**config.mk**
```make
export PLATFORM = sky130hd
export DESIGN_NAME = qmlp_datapath
export DESIGN_NICKNAME = d
export VERILOG_FILES = /design/src/sv/qmlp_pkg.sv /design/src/sv/qmlp_datapath.sv
export SDC_FILE = /design/constraint.sdc
export NUM_CORES = 2
export LEC_CHECK = 0
export BUFFER_PORTS_ARGS = -buffer_cell sky130_fd_sc_hd__clkbuf_2
export CORE_ASPECT_RATIO = 0.6
export CORE_MARGIN = 2
export CORE_UTILIZATION = 45
export CTS_CLUSTER_SIZE = 24
export DETAILED_ROUTE_END_ITERATION = 8
export PLACE_DENSITY = 0.66
export SLEW_MARGIN = 20
export SYNTH_ARGS = -nofsm -noshare
export SYNTH_HDL_FRONTEND = slang
export SYNTH_SLANG_ARGS = --single-unit
```
**constraint.sdc**
```tcl
create_clock -name clock -period 16 [get_ports clock]
set_input_delay 4 -clock clock [delete_from_list [all_inputs] [get_ports clock]]
set_output_delay 4 -clock clock [all_outputs]
set_load 0.01 [all_outputs]
```
**src/sv/qmlp_pkg.sv**
```systemverilog
// Shared constants, types and helper functions of the quantized MLP block.
// No dependencies; imported by every module of the block.
package qmlp_pkg;
   localparam int INPUT_COUNT  = 2;
   localparam int FIRST_WIDTH  = 16;
   localparam int SECOND_WIDTH = 8;
   localparam int THIRD_WIDTH  = 4;
   localparam int SCALE_SHIFT  = 17;

   localparam int WEIGHT_AW = 8;
   localparam int BIAS_AW   = 5;
   localparam int ACT_AW    = 4;
   localparam int CNT_W     = ACT_AW + 1;
   localparam int PROD_W    = 49;

   localparam logic [1:0] OP_WRITE_WEIGHT = 2'd0;
   localparam logic [1:0] OP_WRITE_BIAS   = 2'd1;
   localparam logic [1:0] OP_INFER        = 2'd2;

   localparam logic [2:0] CSR_NET_IN_ZP = 3'd0;
   localparam logic [2:0] CSR_HIDDEN_ZP = 3'd1;
   localparam logic [2:0] CSR_SCALE_L1  = 3'd2;
   localparam logic [2:0] CSR_SCALE_L2  = 3'd3;
   localparam logic [2:0] CSR_SCALE_L3  = 3'd4;
   localparam logic [2:0] CSR_SCALE_L4  = 3'd5;

   localparam logic [1:0] LAST_LAYER = 2'd3;

   typedef struct packed {
      logic load_bias;
      logic mac;
      logic mul;
   } dp_ctrl_type;

   function automatic logic [CNT_W-1:0] fan_in(input logic [1:0] layer);
      case (layer)
         2'd0:    fan_in = CNT_W'(INPUT_COUNT);
         2'd1:    fan_in = CNT_W'(FIRST_WIDTH);
         2'd2:    fan_in = CNT_W'(SECOND_WIDTH);
         default: fan_in = CNT_W'(THIRD_WIDTH);
      endcase
   endfunction

   function automatic logic [CNT_W-1:0] fan_out(input logic [1:0] layer);
      case (layer)
         2'd0:    fan_out = CNT_W'(FIRST_WIDTH);
         2'd1:    fan_out = CNT_W'(SECOND_WIDTH);
         2'd2:    fan_out = CNT_W'(THIRD_WIDTH);
         default: fan_out = CNT_W'(1);
      endcase
   endfunction
endpackage

```
**src/sv/qmlp_datapath.sv**
```systemverilog
// Accumulator, shared 8x9 MAC and the requantize stage (wide scale product,
// arithmetic shift, zero point add, clamp). Depends on qmlp_pkg.
module qmlp_datapath (
   input  logic                     clock,
   input  logic                     reset,
   input  qmlp_pkg::dp_ctrl_type    ctrl,
   input  logic signed [31:0]       bias,
   input  logic signed [7:0]        weight,
   input  logic signed [7:0]        act,
   input  logic signed [7:0]        in_zp,
   input  logic signed [7:0]        out_zp,
   input  logic [15:0]              scale,
   output logic signed [7:0]        result
);
   import qmlp_pkg::*;

   logic signed [31:0]       acc_ff, acc_in;
   logic signed [PROD_W-1:0] prod_ff;
   logic signed [8:0]        diff;
   logic signed [16:0]       term;
   logic signed [PROD_W-1:0] shifted, biased;

   always_comb begin
      diff = 9'(act) - 9'(in_zp);
      term = 17'(weight) * 17'(diff);
      acc_in = acc_ff;
      if (ctrl.load_bias) begin
         acc_in = bias;
      end else if (ctrl.mac) begin
         acc_in = acc_ff + 32'(term);
      end
   end

   always_ff @(posedge clock) begin
      if (reset) begin
         acc_ff <= '0;
      end else begin
         acc_ff <= acc_in;
      end
   end

   always_ff @(posedge clock) begin
      if (ctrl.mul) begin
         prod_ff <= PROD_W'(acc_ff) * $signed({{(PROD_W-16){1'b0}}, scale});
      end
   end

   // floor shift, then clamp to the symmetric int8 range
   always_comb begin
      shifted = prod_ff >>> SCALE_SHIFT;
      biased  = shifted + PROD_W'(out_zp);
      if (biased > PROD_W'(127)) begin
         result = 8'sd127;
      end else if (biased < -PROD_W'(127)) begin
         result = -8'sd127;
      end else begin
         result = biased[7:0];
      end
   end
endmodule
```
Yosys cells after proc, flatten, opt, wreduce, memory -nomap -nowiden

Cells that the tools add are included.

Multipliers: 2
Reductions and logical operators: 1
Magnitude comparators: 2
$add $sub $neg: 3
Muxes and demuxes: 4

Operators by type and width:

| operator                                                                       | number |
|---|---|
| 32-bit 2-to-1 mux                                                              | 2 |
| 32-bit by 17-bit multiplier with 49-bit output                                 | 1 |
| 32-bit by 8-bit adder with 33-bit output                                       | 1 |
| 33-bit by 8-bit > comparator with 1-bit output (second input constant)         | 1 |
| 33-bit by 8-bit less-than comparator with 1-bit output (second input constant) | 1 |
| 32-bit by 17-bit adder with 32-bit output                                      | 1 |
| 8-bit by 9-bit multiplier with 17-bit output                                   | 1 |
| 8-bit 2-to-1 mux                                                               | 2 |
| 8-bit by 8-bit subtractor with 9-bit output                                    | 1 |
| 2-bit nonzero test                                                             | 1 |

Input port bits: 85
Output and inout port bits: 8
Flip-flop bits (word level): 81
Word-level logic and storage cells: 14

Logic depth before layout (Yosys ltp)

Word-level depth: 5
Depth in mapped cells: 31
Mapped depth without buffers: 30

Least setup slack after synthesis

Ideal clock, no wire load.

Path kind: in2reg
Start point: in act[0]
End point: reg acc_ff[29]
Data required time: 15926 ps
Buffers on the path: 0
Setup time: 74 ps
Cell stages on the path: 30
Setup slack: 4550 ps
Arrival time: 11376 ps
Cells stage by stage: inv_1 > ha_1 > inv_1 > fa_1 > a21o_1 > a21oi_1 > o21bai_1 > a21oi_1 > nor2b_1 > nor3_1 > mux2_2 > and2_1 > inv_1 > fa_1 > inv_1 > fa_1 > fa_1 > fa_1 > ha_1 > ha_1 > nand3_1 > o2111ai_1 > a311o_1 > nand4_1 > a211oi_1 > a21o_1 > a221o_1 > a21oi_1 > or3_1 > a31oi_1

Word-level cells in the longest chain between the ends: 5

Ends and longest elaborated chain:

| item                                         | RTL line            | text |
|---|---|---|
| start, declared                              | qmlp_datapath.sv:9  | `input logic signed [7:0] act,` |
| 8-bit by 8-bit subtractor with 9-bit output  | qmlp_datapath.sv:24 | `diff = 9'(act) - 9'(in_zp);` |
| 8-bit by 9-bit multiplier with 17-bit output | qmlp_datapath.sv:25 | `term = 17'(weight) * 17'(diff);` |
| 32-bit by 17-bit adder with 32-bit output    | qmlp_datapath.sv:30 | `acc_in = acc_ff + 32'(term);` |
| 32-bit 2-to-1 mux                            | qmlp_datapath.sv:29 | `end else if (ctrl.mac) begin` |
| 32-bit 2-to-1 mux                            | qmlp_datapath.sv:27 | `if (ctrl.load_bias) begin` |
| end signal, assigned                         | qmlp_datapath.sv:38 | `acc_ff <= acc_in;` |
| end, declared                                | qmlp_datapath.sv:17 | `logic signed [31:0] acc_ff, acc_in;` |

Every way passes these cells. The select of a mux whose other input is x is not followed.
A chain may end at the register's enable or synchronous reset.

Worst setup path in the final report

Start point: in out_zp[7]
End point: out result[5]

Word-level cells in the longest chain between the ends: 4
Elaborated cells on any way between the ends: 5
Classes of those cells: 1 x add/sub; 2 x order compare; 2 x mux

Ends and longest elaborated chain:

| item                                                   | RTL line            | text |
|---|---|---|
| start, declared                                        | qmlp_datapath.sv:11 | `input logic signed [7:0] out_zp,` |
| 32-bit by 8-bit adder with 33-bit output (*)           | qmlp_datapath.sv:51 | `biased = shifted + PROD_W'(out_zp);` |
| 33-bit by 8-bit less-than comparator with 1-bit output | qmlp_datapath.sv:54 | `end else if (biased < -PROD_W'(127)) begin` |
| 8-bit 2-to-1 mux                                       | qmlp_datapath.sv:54 |  |
| 8-bit 2-to-1 mux (*)                                   | qmlp_datapath.sv:52 | `if (biased > PROD_W'(127)) begin` |
| end, declared                                          | qmlp_datapath.sv:13 | `output logic signed [7:0] result` |

Mark *: on every way between the ends. The rest lies on a longest branch, timed or not.

==> impl_metrics.json <==
{
  "wl_met1_mm": 34.7,
  "synth_area_sq_um": 27900,
  "end_kind": "output pin",
  "ctsResizeCount": 0,
  "relSlewSlack": 0.332,
  "synth-warning-count": 0,
  "cts_setup_buffers": 0,
  "grt_pass1_vias": 20700,
  "rows": 70,
  "grt_pass1_wl_mm": 115,
  "post-route-period-util": 0.754,
  "ys_ff_latch": 64,
  "hpwlAfterDp_mm": 56.4,
  "htree_num_levels": 3,
  "fin_nets": 4067,
  "antenna_found_initial": 1,
  "dr.pass1.iters": 5,
  "critPathKind": "input port to output pin",
  "cts_root_buf": "clkbuf_16",
  "seq_area_frac_synth": 0.0575,
  "maxUsedRoutingLayer": "met4",
  "drt_iter0_markers": 1618,
  "synth_edf_count": 32,
  "drc": 0,
  "initial_utilization": 0.457,
  "synth_top_area_frac": 0.450,
  "seq_area_sq_um": 1600,
  "cts_sinks": 64,
  "die_area_sq_um": 64000,
  "startpoint_type": "input port",
  "synth_cells": 3132,
  "worstPathMaxFanout": 25,
  "max_slew.worst_pin.slew_ns": 1.00,
  "whs_path_depth": 2,
  "synth_cell_types": 88,
  "synth_most_common_cell": "inv_1",
  "fin_crit_ns": 12.06,
  "diodes": 0,
  "drtAntennaViolNets": 0,
  "clk_pin_slew_ns": 0.07,
  "postSynth.asyncResetShare": 0,
  "grt_max_degree": 55,
  "status": "finished clean",
  "hold_violations": 0,
  "rsz0062_at_grt": "false",
  "clkLatencyLatePin_ns": 0.39,
  "finalSetupViolCount": 0,
  "die_y_um": 197,
  "num_io_pins": 93,
  "n_fill_cell": 5828,
  "arrival_ns": 8.06,
  "dr_wl_met3_mm": 6.08,
  "cts-hold-fix-buffers": 0,
  "die_x_um": 325,
  "ys.flop_type": "edfxtp_1",
  "grtUsageTotal": 0.228,
  "wl_per_cell_um": 17.7,
  "clk_path_buf_depth": 2,
  "timing.max_cap.violations": 0,
  "required_ns": 12.00,
  "syn_nets": 4070,
  "areaGrowthSynthToFinish_pct": 5.39,
  "hold_class": "flop to flop",
  "vias": 20700,
  "ys_top_cells_by_area": "fa_1 45%, ha_1 10%, inv_1 9.5%",
  "drt-total-wl_mm": 70.0,
  "slew_viol_final": 0,
  "fmax_ghz": 0.0829,
  "cts_inserted_buffers": 9,
  "wl_met2_mm": 28.7,
  "routabilityCongestion": 0.877,
  "cts_tree": "done",
  "layout-drive-gt1-share": 0.0526,
  "grt-ovfl-total": 0,
  "avgViaCountPerCell": 5.21,
  "fin_setup_tns_ns": 0,
  "portBuffers": 92,
  "ff2ff_path_depth": 21,
  "synth.avg_cell_area_sq_um": 8.90,
  "synth_area_leader_cell": "fa_1",
  "ys_top_cells_by_count": "709 x inv_1, 626 x fa_1, 461 x nand2_1",
  "fin_skew_ns": 0.0110,
  "multi_input_area_sq_um": 23100,
  "core-area_sq_um": 61000
}
## cells in the final DEF, fill, tap and decap left out, types with 29 or more instances in the layout
cell type / synthesis / layout
dfxtp_1: 32 / 32
ha_1: 227 / 227
a21o_1: 44 / 44
nor2_1: 101 / 101
o21ai_0: 44 / 44
nand3_1: 29 / 29
nand2_1: 461 / 461
inv_1: 709 / 709
edfxtp_1: 32 / 32
a21oi_1: 107 / 107
clkbuf_2: 0 / 92
xnor2_1: 65 / 65
and2_1: 178 / 177
fa_1: 626 / 626
## worst paths after layout
check	slack, ns	from	end
max	3.94	out_zp[7]	result[5]
min	0.72	acc_ff[18]	acc_ff[18]
max reg2reg	8.52	acc_ff[17]	prod_ff[43]
min reg2reg	0.72	acc_ff[18]	acc_ff[18]
## layout make-up
type | instances | share of cell area
inverters | 711 | 0.0909
multi-input cells | 2223 | 0.786
clock inverters | 6 | 0.00243
clock buffers | 10 | 0.00852
repair buffers | 120 | 0.0228
well taps | 828 | 0.0353
flip-flops and latches | 64 | 0.0545
## metal layers
layer | vias to the layer above | GRT usage
met5 | - | 0
met4 | 0 | 0.0300
met3 | 40 | 0.0433
met2 | 757 | 0.323
met1 | 10300 | 0.367
li1 | 9582 | -
## critical path, cell delays in order
cell	delay (ns)
clkbuf_2	0.37
ha_1	0.66
nand4_1	0.22
nor4_1	0.51
o311ai_1	0.30
and2_2	0.30
a211oi_2	0.30
nand3_1	0.12
nor4_1	0.39
o2111ai_1	0.34
nand2_1	0.23
and3_1	0.17
clkbuf_2	0.13
## sequential cells by signal (all words and copies together), names as in the netlist
signal	flops
acc_ff	32
prod_ff	32
## stage by stage
step                instances  hold WS [ns]  cell area (sq um)  setup slack (ns)   util
detailed placement       3946         0.691              29100              4.02  0.476
finish                   3962         0.720              29400              3.94  0.481
global placement         3946         0.691              29100              4.07  0.476
CTS                      3962         0.703              29400              3.99  0.481
global route             3962         0.754              29400              3.59  0.481
floorplan                3132         0.593              27900              4.55      -
## cells by family after synthesis
| group | Yosys count | synth area share |
|---|---|---|
| compound gates | 363 | 0.0909 |
| xor+xnor | 90 | 0.0283 |
| fa+ha+maj | 853 | 0.552 |
| buf+inv | 845 | 0.115 |
| flops | 64 | 0.0575 |
| mux | 17 | 0.00615 |
| simple gates | 900 | 0.151 |
Power is not shown: default switching activity piles up to over one toggle a cycle in this logic, so the estimate is an artifact.
