--- src/sv/qmlp_pkg.sv ---
// Shared constants, types and helper functions of the quantized MLP block.
// No dependencies; imported by every module of the block.
package qmlp_pkg;
   localparam int INPUT_COUNT  = 2;
   localparam int FIRST_WIDTH  = 16;
   localparam int SECOND_WIDTH = 8;
   localparam int THIRD_WIDTH  = 4;
   localparam int SCALE_SHIFT  = 17;

   localparam int WEIGHT_AW = 8;
   localparam int BIAS_AW   = 5;
   localparam int ACT_AW    = 4;
   localparam int CNT_W     = ACT_AW + 1;
   localparam int PROD_W    = 49;

   localparam logic [1:0] OP_WRITE_WEIGHT = 2'd0;
   localparam logic [1:0] OP_WRITE_BIAS   = 2'd1;
   localparam logic [1:0] OP_INFER        = 2'd2;

   localparam logic [2:0] CSR_NET_IN_ZP = 3'd0;
   localparam logic [2:0] CSR_HIDDEN_ZP = 3'd1;
   localparam logic [2:0] CSR_SCALE_L1  = 3'd2;
   localparam logic [2:0] CSR_SCALE_L2  = 3'd3;
   localparam logic [2:0] CSR_SCALE_L3  = 3'd4;
   localparam logic [2:0] CSR_SCALE_L4  = 3'd5;

   localparam logic [1:0] LAST_LAYER = 2'd3;

   typedef struct packed {
      logic load_bias;
      logic mac;
      logic mul;
   } dp_ctrl_type;

   function automatic logic [CNT_W-1:0] fan_in(input logic [1:0] layer);
      case (layer)
         2'd0:    fan_in = CNT_W'(INPUT_COUNT);
         2'd1:    fan_in = CNT_W'(FIRST_WIDTH);
         2'd2:    fan_in = CNT_W'(SECOND_WIDTH);
         default: fan_in = CNT_W'(THIRD_WIDTH);
      endcase
   endfunction

   function automatic logic [CNT_W-1:0] fan_out(input logic [1:0] layer);
      case (layer)
         2'd0:    fan_out = CNT_W'(FIRST_WIDTH);
         2'd1:    fan_out = CNT_W'(SECOND_WIDTH);
         2'd2:    fan_out = CNT_W'(THIRD_WIDTH);
         default: fan_out = CNT_W'(1);
      endcase
   endfunction
endpackage

--- src/sv/qmlp_param_store.sv ---
// Weight and bias memories, one write and one registered read port each.
// Depends on qmlp_pkg.
module qmlp_param_store (
   input  logic                         clock,
   input  logic                         w_we,
   input  logic [qmlp_pkg::WEIGHT_AW-1:0] w_waddr,
   input  logic [7:0]                   w_wdata,
   input  logic [qmlp_pkg::WEIGHT_AW-1:0] w_raddr,
   output logic [7:0]                   w_rdata,
   input  logic                         b_we,
   input  logic [qmlp_pkg::BIAS_AW-1:0] b_waddr,
   input  logic [31:0]                  b_wdata,
   input  logic [qmlp_pkg::BIAS_AW-1:0] b_raddr,
   output logic [31:0]                  b_rdata
);
   import qmlp_pkg::*;

   logic [7:0]  weight_mem [2**WEIGHT_AW];
   logic [31:0] bias_mem [2**BIAS_AW];

   always_ff @(posedge clock) begin
      if (w_we) begin
         weight_mem[w_waddr] <= w_wdata;
      end
      w_rdata <= weight_mem[w_raddr];
   end

   always_ff @(posedge clock) begin
      if (b_we) begin
         bias_mem[b_waddr] <= b_wdata;
      end
      b_rdata <= bias_mem[b_raddr];
   end
endmodule

--- config.mk ---
export PLATFORM = sky130hd
export DESIGN_NAME = qmlp_param_store
export DESIGN_NICKNAME = d
export VERILOG_FILES = /design/src/sv/qmlp_pkg.sv /design/src/sv/qmlp_param_store.sv
export SDC_FILE = /design/constraint.sdc
export NUM_CORES = 2
export LEC_CHECK = 0
export ABC_CLOCK_PERIOD_IN_PS = 3500
export BUFFER_PORTS_ARGS = -buffer_cell sky130_fd_sc_hd__buf_4
export CORE_ASPECT_RATIO = 1.1
export CORE_MARGIN = 2
export CORE_UTILIZATION = 63
export DETAILED_ROUTE_END_ITERATION = 8
export HOLD_SLACK_MARGIN = 0.15
export PLACE_DENSITY_LB_ADDON = 0.3
export SYNTH_ARGS = -nofsm -noshare
export SYNTH_HDL_FRONTEND = slang
export SYNTH_SLANG_ARGS = --single-unit
export TNS_END_PERCENT = 30
--- constraint.sdc ---
create_clock -name clock -period 3.5 [get_ports clock]
set_input_delay 0.175 -clock clock [delete_from_list [all_inputs] [get_ports clock]]
set_output_delay 0.175 -clock clock [all_outputs]
set_load 0.005 [all_outputs]
; ---- Yosys cells after proc, flatten, opt, wreduce, memory -nomap -nowiden
; Memories as Yosys holds them, arrays and structs flattened. A register that Yosys moved wholly into a read port is not among the register bits.
; Cells that the tools add are included.
[totals]
register_bits = 0
ram_bits = 3072
input_bits = 69
output_inout_bits = 40
n_memories = 2
[memory_table]
columns = name, words, word_bits, read_ports, rd_clocked_by_memory_dff, wr, line_no
row1 = weight_mem, 256, 8, 1, 1, 1, qmlp_param_store.sv:18  ; logic [7:0] weight_mem [2**WEIGHT_AW];
row2 = bias_mem, 32, 32, 1, 1, 1, qmlp_param_store.sv:19  ; logic [31:0] bias_mem [2**BIAS_AW];
[op_classes]
n_mux = 4
[ops]
columns = operator, count
row1 = $mux W1, 4

; ---- Depth between registers and ports, before layout
[depth]
word_depth = 2
depth_mapped = 11

; ---- Worst setup path before layout
; OpenSTA, ideal clock, no wires.
[synth_path]
path_type = input port to flip-flop
startpoint = input b_waddr[1] in the netlist's numbering
endpoint = memory bias_mem[12][0] (enable)
path_slack_ps = 890
required_ps = 3079
setup_ps = 421
cell_stages = 3
t_arrival_ps = 2188
path_cell_list = or3b_2 > clkbuf_1 > nor2_1
[synth_rtl]
columns = element, line_no
row1 = "start, declared", qmlp_param_store.sv:11  ; input logic [qmlp_pkg::BIAS_AW-1:0] b_waddr,
row2 = "end, declared", qmlp_param_store.sv:19
; Straight into the memory's write port.

==> results_tabular.tex <==
\begin{tabular}{lr}
\hline
Metric & Value \\
\hline
\multicolumn{2}{l}{\textbf{Worst setup path}} \\
Data arrival time of the critical path & 3620 ps \\
CP top delay family & compound AO/OA/AOI/OAI gates \\
Required @ worst endpoint & 4310 ps \\
Biggest fanout along the worst timing path & 1 \\
Minimum setup slack among reg-to-reg paths & 690 ps \\
Worst path buffer plus inverter count & 1 \\
Class of the most critical setup path & flip-flop to flip-flop \\
Series of cell instances along the critical path & mux4\_1 -> a22oi\_1 -> a21oi\_1 -> a2111oi\_0 -> buf\_4 -> a22oi\_1 -> o311a\_1 \\
Cell with the most instances on the worst path & sky130\_fd\_sc\_hd\_\_a22oi\_1 \\
Maximum cell stage delay along the critical path & 660 ps \\
Worst-path cell with the longest stage delay & sky130\_fd\_sc\_hd\_\_a2111oi\_0 \\
Critical path capture point type & flip-flop \\
Worst setup SP type & flip-flop \\
\multicolumn{2}{l}{\textbf{Floorplanning}} \\
Total I/O pin count & 109 \\
Chip Width & 418.7 um \\
Die Outline Area & 192,700 um\^{}2 \\
Core Rows & 167 \\
Starting Density & 63.37\% \\
Core ar. & 188,100 um\^{}2 \\
Die Y-Extent & 460.2 um \\
\multicolumn{2}{l}{\textbf{Global routing}} \\
Remaining Overflow, GRT & 0 \\
Global-route usage over all layers & 31.04\% \\
First-pass GRT wire length & 425,500 um \\
Vias in the first global route & 61,050 \\
Pin count of the biggest net entering global routing & 133 \\
Number of antenna violations at the first check in global routing & 12 \\
\multicolumn{2}{l}{\textbf{Pwr}} \\
Internal Pwr Total & 61,530 uW \\
PnR Total Power & 77,600 uW \\
P\_sw & 16,070 uW \\
Standby leakage power & 0.04326 uW \\
Share of total power in the clock network & 41.7\% \\
Combinational cell fraction of total power & 5.0\% \\
Register share of total power & 53.3\% \\
Largest vdd supply drop & 0.0006783 V \\
Switching part of the total & 20.71\% \\
Power density of the placed cells & 571.2 nW/um\^{}2 \\
\multicolumn{2}{l}{\textbf{Clock tree}} \\
Clock buffer depth & 4 \\
Latest clock arrival within the worst-skew pair & 940 ps \\
Root Buffer & sky130\_fd\_sc\_hd\_\_clkbuf\_16 \\
Clock transition at the registers of the reported paths & 60 ps \\
Clock tree from TritonCTS & done \\
Quantity of gates resized following cts & 0 \\
Clock H-tree levels & 5 \\
\# clock sinks & 3,112 \\
Num CTS Buffers & 309 \\
\multicolumn{2}{l}{\textbf{Timing}} \\
Total negative setup slack & 0 ps \\
Clock Skew & 43.82 ps \\
Setup repair after global routing missed its margin & no \\
Slew of the pin with the lowest slew margin & 1331 ps \\
Final Hold Violating Endpoints & 0 \\
Min Hold Slack & 223.0 ps \\
Final setup vio count & 0 \\
Min Tclk post-route & 2810 ps \\
Final-report max-slew violation count & 0 \\
Ratio of final minimum period to clock period & 80.29\% \\
Maximum clock rate & 355.9 MHz \\
Max-slew headroom & 11.28\% \\
\multicolumn{2}{l}{\textbf{Placement}} \\
Total of buffers placed on input and output ports & 108 \\
Post-detail-place hpwl & 164,300 um \\
Final weighted congestion in routability-driven placement & 0.9034 \\
\multicolumn{2}{l}{\textbf{Synth}} \\
Cell types with the largest area share after synthesis & sky130\_fd\_sc\_hd\_\_edfxtp\_1 (77\%), sky130\_fd\_sc\_hd\_\_mux4\_2 (14\%), sky130\_fd\_sc\_hd\_\_mux2\_2 (0.99\%), sky130\_fd\_sc\_hd\_\_nor2\_1 (0.94\%), sky130\_fd\_sc\_hd\_\_a22oi\_1 (0.93\%) \\
Ys flop type & sky130\_fd\_sc\_hd\_\_edfxtp\_1 \\
Most area-hungry cell type in the Yosys netlist & sky130\_fd\_sc\_hd\_\_edfxtp\_1 \\
Count of flip-flops with a built-in enable after synthesis & 3,072 \\
Post-synth net total & 5,357 \\
Sequential share of the synthesized area & 78.08\% \\
Post-Synthesis Cells & 5,288 \\
Synthesis Warnings & 0 \\
Share of async-settable or async-resettable flops after synthesis & 0\% \\
Number of distinct library cell variants in the gate-level netlist after synthesis & 62 \\
Netlist Area Pre-Place & 119,200 um\^{}2 \\
Synthesized area divided by synthesized cell count & 22.54 um\^{}2 \\
Portion of synthesized cell area occupied by the leading cell type & 77.41\% \\
Number of storage elements in the synthesis netlist & 3,112 \\
\multicolumn{2}{l}{\textbf{Cells and area}} \\
Number of nets in the finished design & 5,952 \\
Area growth syn-to-layout & 14.00\% \\
Share of layout cells above drive strength 1 & 30.18\% \\
Commonest non-fill, non-tap cell in the layout & sky130\_fd\_sc\_hd\_\_edfxtp\_1 \\
Most used cells in the layout excluding fill and tap cells & sky130\_fd\_sc\_hd\_\_edfxtp\_1 (3,072), sky130\_fd\_sc\_hd\_\_mux4\_2 (738), sky130\_fd\_sc\_hd\_\_buf\_4 (456) \\
Filler cells & 10,140 \\
\multicolumn{2}{l}{\textbf{Routing}} \\
Routed wire length & 294,700 um \\
Number of DRC markers after the initial detailed-route iteration & 8,554 \\
Antenna viol nets, final & 0 \\
First-pass iteration count of the detailed router & 6 \\
Vias post-DR & 59,660 \\
DRC & 0 \\
Wire length per cell & 34.40 um \\
Via density per instance & 6.966 \\
\multicolumn{2}{l}{\textbf{Job}} \\
Count of maximum capacitance violations & 0 \\
\multicolumn{2}{l}{\textbf{Hold path}} \\
Tightest Hold Check Type & input pin to flip-flop \\
\multicolumn{2}{l}{\textbf{Outcome}} \\
Outcome & finished clean \\
\hline
\end{tabular}
==> layout make-up <==
cell class / count / area [um^2] / share of cell area, %
Multi-Input combinational cell: 1871 / 24650 / 18.15
Clock buffer: 378 / 8209 / 6.042
Timing Repair Buffer: 588 / 5325 / 3.919
Antenna cell: 6 / 15.01 / 0.01105
Tap cell: 2450 / 3065 / 2.256
Inverter: 1 / 3.754 / 0.002763
Sequential cell: 3112 / 93050 / 68.49
Clock inverter: 159 / 1540 / 1.134
==> logic make-up after synthesis <==
| group | after synthesis | synth area share, % |
|---|---|---|
| and+or+nand+nor | 504 | 1.871 |
| AOI/OAI and AO/OA | 414 | 2.563 |
| muxes | 953 | 16.01 |
| buffers and inverters | 305 | 1.474 |
| DFF | 3112 | 78.08 |
==> routing by layer <==
metal,wire [um],GRT usage [%]
met5,108,0.3289
met4,14810,14.12
met3,30070,6.337
met2,148400,51.17
met1,101300,40.43
==> flip-flops by register name (all words and copies together), names as in the netlist <==
register	flops
b_rdata	32
bias_mem	1024
w_rdata	8
weight_mem	2048
==> power by group through the flow <==
stage	combinational [uW]	clock, uW	sequential (uW)
finish	3900	32400	41300
global placement	3670	0	42100
floorplan	2020	0	42100
global route	4070	34000	41300
detailed placement	3750	0	42100
CTS	3880	32600	41300
==> stage by stage <==
stage	util (%)	worst slack [ps]	std cells	area (um^2)
after floorplan	-	890.5	5288	119200
after global placement	66.70	184.9	7955	125400
after detailed placement	66.70	158.7	7955	125400
after CTS	72.24	799.6	8559	135800
after global routing	72.24	660.2	8562	135900
final	72.25	689.9	8565	135900
==> path summary, 6_finish.rpt <==
check	start	end	cells past startpoint
min	b_wdata[31]	bias_mem[23][31]	2
max	weight_mem[145][1]	w_rdata[1]	7
max reg2reg	weight_mem[145][1]	w_rdata[1]	7
min reg2reg	bias_mem[8][3]	b_rdata[3]	3
==> repair_timing <==
item / 4_1_cts / 5_1_grt
buffers inserted: 0 / 0
hold buffers: 67 / 0
endpoints found under the hold margin: 2647 / 0
==> cell usage after synthesis, types with 6 or more instances <==
cell type,instances
sky130_fd_sc_hd__buf_1,17
sky130_fd_sc_hd__buf_8,10
sky130_fd_sc_hd__nand2b_1,11
sky130_fd_sc_hd__mux4_2,738
sky130_fd_sc_hd__nand3_1,17
sky130_fd_sc_hd__nor2_1,300
sky130_fd_sc_hd__a32oi_1,7
sky130_fd_sc_hd__nor4_1,6
sky130_fd_sc_hd__clkbuf_1,134
sky130_fd_sc_hd__edfxtp_1,3072
sky130_fd_sc_hd__a221oi_1,11
sky130_fd_sc_hd__buf_6,26
sky130_fd_sc_hd__a22oi_1,148
sky130_fd_sc_hd__dfxtp_1,40
sky130_fd_sc_hd__and2_1,9
sky130_fd_sc_hd__a41oi_1,6
sky130_fd_sc_hd__a21oi_1,53
sky130_fd_sc_hd__a22o_1,33
sky130_fd_sc_hd__o22ai_1,42
sky130_fd_sc_hd__o21ai_0,16
sky130_fd_sc_hd__a211oi_1,25
sky130_fd_sc_hd__nand2_1,79
sky130_fd_sc_hd__and3b_1,6
sky130_fd_sc_hd__buf_12,7
sky130_fd_sc_hd__mux2i_1,99
sky130_fd_sc_hd__buf_2,88
sky130_fd_sc_hd__o32ai_1,6
sky130_fd_sc_hd__nor2b_1,13
sky130_fd_sc_hd__buf_4,21
sky130_fd_sc_hd__o221ai_1,37
sky130_fd_sc_hd__nor3_1,26
sky130_fd_sc_hd__mux2_2,105
sky130_fd_sc_hd__nand3b_1,9
sky130_fd_sc_hd__mux4_1,11
Power figures use the tool's default switching activity.
