File: config.mk
export PLATFORM = sky130hd
export DESIGN_NAME = qmlp_act_ram
export DESIGN_NICKNAME = d
export VERILOG_FILES = /design/src/sv/qmlp_pkg.sv /design/src/sv/qmlp_act_ram.sv
export SDC_FILE = /design/constraint.sdc
export NUM_CORES = 1
export LEC_CHECK = 0
export BUFFER_PORTS_ARGS = -buffer_cell sky130_fd_sc_hd__clkbuf_2
export CAP_MARGIN = 20
export CORE_MARGIN = 2
export CORE_UTILIZATION = 53
export CTS_CLUSTER_SIZE = 16
export DETAILED_ROUTE_END_ITERATION = 16
export HOLD_SLACK_MARGIN = 0.12
export PLACE_DENSITY_LB_ADDON = 0.3
export SLEW_MARGIN = 20
export SYNTH_ARGS = -nofsm -noshare
export SYNTH_HDL_FRONTEND = slang
export SYNTH_SLANG_ARGS = --single-unit
export TNS_END_PERCENT = 5
File: constraint.sdc
create_clock -name clock -period 3.65 [get_ports clock]
set_input_delay 0.1825 -clock clock [delete_from_list [all_inputs] [get_ports clock]]
set_output_delay 0.1825 -clock clock [all_outputs]
set_load 0.02 [all_outputs]
File: src/sv/qmlp_pkg.sv
// Shared constants, types and helper functions of the quantized MLP block.
// No dependencies; imported by every module of the block.
package qmlp_pkg;
   localparam int INPUT_COUNT  = 2;
   localparam int FIRST_WIDTH  = 16;
   localparam int SECOND_WIDTH = 8;
   localparam int THIRD_WIDTH  = 4;
   localparam int SCALE_SHIFT  = 17;

   localparam int WEIGHT_AW = 8;
   localparam int BIAS_AW   = 5;
   localparam int ACT_AW    = 4;
   localparam int CNT_W     = ACT_AW + 1;
   localparam int PROD_W    = 49;

   localparam logic [1:0] OP_WRITE_WEIGHT = 2'd0;
   localparam logic [1:0] OP_WRITE_BIAS   = 2'd1;
   localparam logic [1:0] OP_INFER        = 2'd2;

   localparam logic [2:0] CSR_NET_IN_ZP = 3'd0;
   localparam logic [2:0] CSR_HIDDEN_ZP = 3'd1;
   localparam logic [2:0] CSR_SCALE_L1  = 3'd2;
   localparam logic [2:0] CSR_SCALE_L2  = 3'd3;
   localparam logic [2:0] CSR_SCALE_L3  = 3'd4;
   localparam logic [2:0] CSR_SCALE_L4  = 3'd5;

   localparam logic [1:0] LAST_LAYER = 2'd3;

   typedef struct packed {
      logic load_bias;
      logic mac;
      logic mul;
   } dp_ctrl_type;

   function automatic logic [CNT_W-1:0] fan_in(input logic [1:0] layer);
      case (layer)
         2'd0:    fan_in = CNT_W'(INPUT_COUNT);
         2'd1:    fan_in = CNT_W'(FIRST_WIDTH);
         2'd2:    fan_in = CNT_W'(SECOND_WIDTH);
         default: fan_in = CNT_W'(THIRD_WIDTH);
      endcase
   endfunction

   function automatic logic [CNT_W-1:0] fan_out(input logic [1:0] layer);
      case (layer)
         2'd0:    fan_out = CNT_W'(FIRST_WIDTH);
         2'd1:    fan_out = CNT_W'(SECOND_WIDTH);
         2'd2:    fan_out = CNT_W'(THIRD_WIDTH);
         default: fan_out = CNT_W'(1);
      endcase
   endfunction
endpackage

File: src/sv/qmlp_act_ram.sv
// Activation memory, two banks of 16 entries used ping-pong across layers.
// Depends on qmlp_pkg.
module qmlp_act_ram (
   input  logic                      clock,
   input  logic                      we,
   input  logic [qmlp_pkg::ACT_AW:0] waddr,
   input  logic [7:0]                wdata,
   input  logic [qmlp_pkg::ACT_AW:0] raddr,
   output logic [7:0]                rdata
);
   import qmlp_pkg::*;

   logic [7:0] act_mem [2**(ACT_AW+1)];

   always_ff @(posedge clock) begin
      if (we) begin
         act_mem[waddr] <= wdata;
      end
      rdata <= act_mem[raddr];
   end
endmodule

# Word level (Yosys, flattened, before mapping)
# Memory sizes are Yosys's and may differ from the RTL's. A register that Yosys moved wholly into a read port is not among the register bits.
# Cells that the tools add are included.
# Widths: inputs -> output; s select.
[word_totals] ff_bits=0 ram_bits=256 inputBits=20 output_inout_bits=8 mem_count=1
[mem_list] memory="act_mem" depth=32 word_bits=8 read_ports=1 rd_ports_with_merged_regs=1 write_ports=1 line_no="qmlp_act_ram.sv:13" source="logic [7:0] act_mem [2**(ACT_AW+1)];"
[classes] muxes=2
[op_table] operator="$mux 1" n=2

# Logic depth before layout (Yosys ltp)
# Gate-level depths: netlist of the first run.
[depth] ltp_word=2 depth_mapped=5 ltp_nobuf=3

# Least setup slack after synthesis of the first run
# Ideal clock, no wire load.
[synth_path] kind="input-to-reg" startpoint="input port raddr[2] in the netlist's numbering" endpoint="register rdata[0] (read register of act_mem)" setup_ps=121 arrival_ps=1864 setup_slack_ps=1665 cell_stages=5 path_cell_list="clkbuf_1 -> clkbuf_1 -> mux4_2 -> mux4_2 -> mux2_2"
[synth_rtl] item="start, declared" line_no="qmlp_act_ram.sv:8" source="input logic [qmlp_pkg::ACT_AW:0] raddr,"
[synth_rtl] item="end, declared" line_no="qmlp_act_ram.sv:9" source="output logic [7:0] rdata"

==> impl_metrics.py, run 1 <==
metrics = {
    "worst_setup_path": {
        "endpoint_kind": "register",
        "reg2reg_setup_slack_ps": 1790,
        "timing.critical_path.slowest_cell_delay_ps": 590,
        "crit_fanout": 28,
        "cp_cell_sequence": "buf_4 -> buf_12 -> mux4_2 -> mux4_2 -> mux2_2",
        "crit-reg2reg-capture": "rdata[6]",
        "worst_r2r_startpoint": "act_mem[16][6]",
        "worstSetupStartpointType": "primary input",
        "timing.critical_path.slowest_stage_cell": "sky130_fd_sc_hd__mux4_2",
        "worst_r2r_path_depth": 3,
        "worstSetupPathType": "primary input to register",
        "worstPathArrival_ps": 2380,
        "critical_path.most_common_cell": "sky130_fd_sc_hd__mux4_2",
        "crit_required_ps": 4060,
    },
    "synthesis": {
        "netlist_top_cells_count": "sky130_fd_sc_hd__edfxtp_1, sky130_fd_sc_hd__mux4_2, sky130_fd_sc_hd__nor2_1",
        "synth.avg_cell_area_um2": 24.1,
        "synthArstFlopShare_pct": 0,
        "netlist_area_mm2": 0.0101,
        "synthTopCellsByArea": "sky130_fd_sc_hd__edfxtp_1, sky130_fd_sc_hd__mux4_2, sky130_fd_sc_hd__dfxtp_1, sky130_fd_sc_hd__nor2_1, sky130_fd_sc_hd__mux2_2",
        "synth_sequential_area_ratio_pct": 78.1,
        "ys_seq_elements": 264,
        "flip_flop_cell_with_the_highest_count_after_synthesis": "sky130_fd_sc_hd__edfxtp_1",
        "ys_warn_count": 0,
        "synth_top_area_share_pct": 76.5,
        "syn_inst": 417,
        "synth.net_count": 437,
        "synth-edff-count": 256,
        "synth_cell_type_count": 15,
        "yosys.cell_count.top_type": "sky130_fd_sc_hd__edfxtp_1",
        "synth.largest_area_cell": "sky130_fd_sc_hd__edfxtp_1",
    },
    "sta": {
        "hold_violations": 0,
        "max_slew_margin_pct": 39.2,
        "setup_tns_ps": 0,
        "setup_repair_after_global_routing_missed_its_margin": "no",
        "final_critical_delay_including_setup_and_external_delays_ps": 1970,
        "clock-skew-final_ps": 5.56,
        "fmax_mhz": 508,
        "tightest_slew_ps": 909,
        "timing.final.setup_violations": 0,
        "timing_max_transition_violations_final": 0,
        "min_period_over_period_pct": 54.0,
    },
    "power_and_ir_drop": {
        "p_per_area_mw_per_mm2": 560,
        "leakage_nw": 3.51,
        "p_total_mw": 6.31,
        "worst_ir_drop_vdd_uv": 321,
    },
    "cts": {
        "cts_num_sinks": 264,
        "clk_path_buf_depth": 3,
        "cts.htree.levels": 1,
        "post_cts_hold_buffer_count": 0,
        "cts_buffers": 26,
        "cts_resized": 0,
        "worstSkewPairLatency_ps": 520,
        "clock-root-buffer": "sky130_fd_sc_hd__clkbuf_16",
        "tritoncts": "done",
        "cts.reportedPaths.clkPinSlew_ps": 60,
        "post_cts.repair.setup_buffers": 0,
    },
    "hold_path": {
        "worst_hold_path.num_cells": 2,
        "hold_class": "primary input to register",
        "min_delay_worst_endpoint": "rdata[2]",
        "min_from": "raddr[3]",
    },
    "global_routing": {
        "vias_in_the_first_global_route": 4641,
        "globalRouteTotalUtil_pct": 20.5,
        "grt_overflow_total": 0,
        "grt_max_degree": 33,
        "grt_first_pass_wirelength_um": 29700,
        "antenna_found_initial": 0,
    },
    "die": {
        "pin_count": 28,
        "fp.dieH_um": 142,
        "die_w_um": 142,
        "design.die.area_mm2": 0.0201,
        "rows": 50,
        "initial_core_util_pct": 53.9,
        "core_area_mm2": 0.0186,
    },
    "final_layout": {
        "final_design_area_no_fill_mm2": 0.0113,
        "antenna_cells_inserted": 0,
        "layout.nets": 476,
        "layout-drive-gt1-share_pct": 33.0,
        "layout-area-overhead-vs-synth_pct": 11.9,
    },
    "placement": {
        "dp_hpwl_um": 12300,
        "dpl_cell_area_mm2": 0.0104,
        "io_buffer_count": 27,
        "gpl.final_weighted_congestion": 0.774,
    },
    "route": {
        "via_count": 4455,
        "remaining_drc_errors": 0,
        "first_iter_violations": 430,
        "drt_first_pass_iters": 4,
        "avgViaCountPerCell": 6.27,
        "post_drt_wl_per_cell_um": 27.9,
        "antenna_left": 0,
        "finalWirelength_um": 19800,
    },
    "outcome": {
        "run_status": "finished clean",
    },
    "flow_run": {
        "cap_violations": 0,
    },
}
-- placed cells by master (no fill, tap or decap) --
cell,Yosys,layout
sky130_fd_sc_hd__buf_12,0,1
sky130_fd_sc_hd__buf_4,6,4
sky130_fd_sc_hd__bufinv_16,0,2
sky130_fd_sc_hd__clkbuf_1,6,12
sky130_fd_sc_hd__clkbuf_16,0,27
sky130_fd_sc_hd__clkbuf_2,0,26
sky130_fd_sc_hd__clkbuf_8,0,2
sky130_fd_sc_hd__clkinv_1,0,1
sky130_fd_sc_hd__clkinv_2,0,4
sky130_fd_sc_hd__dfxtp_1,8,8
sky130_fd_sc_hd__edfxtp_1,256,256
sky130_fd_sc_hd__mux2_2,8,8
sky130_fd_sc_hd__mux4_2,80,80
sky130_fd_sc_hd__nand2_1,1,1
sky130_fd_sc_hd__nand3_1,2,2
sky130_fd_sc_hd__nand3b_1,5,5
sky130_fd_sc_hd__nor2_1,33,33
sky130_fd_sc_hd__or3_1,1,1
sky130_fd_sc_hd__or3b_2,3,3
-- state kept, by name, indices dropped and copies added, names as in the netlist --
name     cells
act_mem    256
rdata        8
-- worst max-delay path: cells and delay by family --
kind / cells / cell delay, ps
mux: 3 / 1410
buf+inv: 2 / 730
-- per-layer routing --
layer | part of all wire (%) | global-route usage, %
met1 | 43 | 31.1
met2 | 48 | 31.7
met3 | 8.2 | 4.05
met4 | 1.4 | 4.21
met5 | 0 | 0
-- worst max path at each step --
stage	startpoint	end	cells past startpoint
after CTS	raddr[0]	rdata[2]	5
after detailed placement	raddr[0]	rdata[2]	5
after global routing	raddr[0]	rdata[2]	5
final	raddr[0]	rdata[2]	5
after global placement	raddr[0]	rdata[2]	5
after floorplan	raddr[2]	rdata[0]	5
-- final cells by class --
class / count / area [um^2]
Clock inverter: 7 / 83.8
Tap cell: 234 / 293
Timing Repair Buffer: 31 / 180
Clock buffer: 41 / 748
Sequential cell: 264 / 7850
Multi-Input combinational cell: 133 / 2100
Fill cell: 1295 / 7390
-- power by group --
part	leakage, nW	switching, mW	internal, mW	total (mW)
Combinational	0.730	0.191	0.134	0.325
Sequential	2.37	0.0131	3.37	3.39
Clock	0.407	1.05	1.54	2.60
Total	3.51	1.26	5.05	6.31
-- kinds of logic after synthesis --
family                 count (synthesis)  synth area share, %
muxes                                 88                 18.8
DFF                                  264                 78.1
and+or+nand+nor                       45                 2.07
buffers and inverters                 20                 1.06
-- stage by stage --
step                hold slack, ps  std cells  utilization (%)  setup WS (ps)
floorplan                      281        417                -           1670
global placement               601        662             55.9           1090
detailed placement             601        662             55.9           1090
CTS                            137        710             60.4           1640
global route                   146        710             60.4           1570
finish                         144        710             60.4           1680
No activity file was read; power rests on OpenSTA's default activity.
==> inputs of run 2 (changes only) <==
==> constraint.sdc (replaced) <==
create_clock -name clock -period 1.9 [get_ports clock]
set_input_delay 0.095 -clock clock [delete_from_list [all_inputs] [get_ports clock]]
set_output_delay 0.095 -clock clock [all_outputs]
set_load 0.02 [all_outputs]
==> run 2 against run 1 <==
Compared with the run above:
- non-clock buffer count increased by 38
- via count is 2.7% higher
- die area did not move
- critical path depth fell by 2
- count of clock-buffer cells in the layout down 6
- clock power rose by 85%
- sequential power up 92%
- critical path type is now register to register
- largest power group unchanged
==> impl_metrics.py, run 2 (synthesis gave the netlist of run 1 again) <==
metrics = {
    "outcome": {
        "run_status": "finished clean",
    },
    "die": {
        "core_area_mm2": 0.0186,
        "initial_core_util_pct": 53.9,
        "design.die.area_mm2": 0.0201,
        "rows": 50,
        "fp.dieH_um": 142,
        "die_w_um": 142,
        "pin_count": 28,
    },
    "sta": {
        "timing.final.setup_violations": 0,
        "clock-skew-final_ps": 12.7,
        "hold_violations": 0,
        "post-route-worst-setup-slack_ps": 63.9,
        "min_period_over_period_pct": 96.6,
        "setup_repair_after_global_routing_missed_its_margin": "no",
        "final_critical_delay_including_setup_and_external_delays_ps": 1840,
        "setup_tns_ps": 0,
        "tightest_slew_ps": 736,
        "timing_max_transition_violations_final": 0,
        "fmax_mhz": 545,
        "max_slew_margin_pct": 50.9,
        "fin_worst_hold_slack_ps": 270,
    },
    "global_routing": {
        "vias_in_the_first_global_route": 4698,
        "antenna_found_initial": 1,
        "grt_overflow_total": 0,
        "grt_max_degree": 33,
        "grt_first_pass_wirelength_um": 30800,
        "globalRouteTotalUtil_pct": 21.5,
    },
    "route": {
        "antenna_left": 0,
        "avgViaCountPerCell": 6.12,
        "remaining_drc_errors": 0,
        "drt_first_pass_iters": 5,
        "via_count": 4575,
        "first_iter_violations": 637,
        "post_drt_wl_per_cell_um": 27.8,
        "finalWirelength_um": 20700,
    },
    "worst_setup_path": {
        "endpoint_kind": "register",
        "worstSetupStartpointType": "register",
        "reg2reg_setup_slack_ps": 60,
        "crit_fanout": 1,
        "worstSetupPathType": "register to register",
        "worstPathArrival_ps": 2230,
        "crit_required_ps": 2300,
    },
    "cts": {
        "cts_buffers": 26,
        "clk_path_buf_depth": 3,
        "worstSkewPairLatency_ps": 520,
        "cts.reportedPaths.clkPinSlew_ps": 60,
        "cts_num_sinks": 264,
        "cts.htree.levels": 1,
        "cts_resized": 0,
        "clock-root-buffer": "sky130_fd_sc_hd__clkbuf_16",
        "post_cts.repair.setup_buffers": 0,
        "tritoncts": "done",
    },
    "power_and_ir_drop": {
        "worst_ir_drop_vdd_uv": 639,
        "leakage_nw": 3.72,
        "p_per_area_mw_per_mm2": 1040,
    },
    "final_layout": {
        "layout.cells.most_common": "sky130_fd_sc_hd__edfxtp_1",
        "final_design_area_no_fill_mm2": 0.0116,
        "layout.nets": 514,
        "final_core_util_pct": 62.1,
        "most-common-layout-cells": "sky130_fd_sc_hd__edfxtp_1, sky130_fd_sc_hd__mux4_2, sky130_fd_sc_hd__buf_4",
        "layout-drive-gt1-share_pct": 36.9,
        "top_regs": "act_mem: 256 flops, rdata: 8 flops",
        "layout-area-overhead-vs-synth_pct": 15.2,
        "largest-register": "act_mem",
        "largest_register_ff_count": 256,
    },
    "placement": {
        "dp_hpwl_um": 13100,
        "gpl.final_weighted_congestion": 0.786,
        "pre_cts_slack_ps": -197,
        "dpl_cell_area_mm2": 0.0108,
        "io_buffer_count": 27,
    },
    "flow_run": {
        "cap_violations": 0,
    },
    "hold_path": {
        "hold_class": "primary input to register",
    },
}
==> run 2: worst paths after layout <==
check	startpoint	end	cells after the start
worst min-delay path	raddr[1]	rdata[2]	4
worst max-delay path	act_mem[21][4]	rdata[4]	3
worst max register to register	act_mem[21][4]	rdata[4]	3
worst min register to register	act_mem[24][6]	rdata[6]	3
==> run 2: report_power, final <==
| part | leakage, nW | switching, mW | internal [mW] |
|---|---|---|---|
| Combinational | 0.960 | 0.375 | 0.291 |
| Clock | 0.387 | 1.97 | 2.85 |
| Sequential | 2.37 | 0.0377 | 6.48 |
| Total | 3.72 | 2.38 | 9.62 |
==> run 2: critical path, cell delays in order (launching register included) <==
cell	delay, ps
sky130_fd_sc_hd__edfxtp_1	390
sky130_fd_sc_hd__mux4_2	540
sky130_fd_sc_hd__mux4_2	500
sky130_fd_sc_hd__mux2_2	280
==> run 2: what timing repair did <==
action,in CTS,in global routing
endpoints found under the setup margin,0,0
endpoints found under the hold margin,8,0
hold buffers,1,0
==> run 2: layout make-up <==
type | instances | area (um^2)
Antenna cell | 1 | 2.50
Tap cell | 234 | 293
Clock inverter | 11 | 95.1
Multi-Input combinational cell | 133 | 2100
Fill cell | 1274 | 7060
Clock buffer | 35 | 706
Sequential cell | 264 | 7850
Timing Repair Buffer | 69 | 543
==> run 2: per-stage QoR <==
step	power, mW	instances
floorplan	6.99	417
global placement	7.28	699
detailed placement	7.31	699
CTS	12.1	746
global route	12.3	746
finish	12.0	747
==> run 2: per-layer routing <==
layer	wire, um	share of wire [%]	GRT usage (%)	vias to the layer above
met5	0	0	0	-
met4	343	1.7	5.53	0
met3	1620	7.8	4.66	17
met2	9850	47	32.8	190
met1	8940	43	32.5	2434
li1	-	-	-	1934
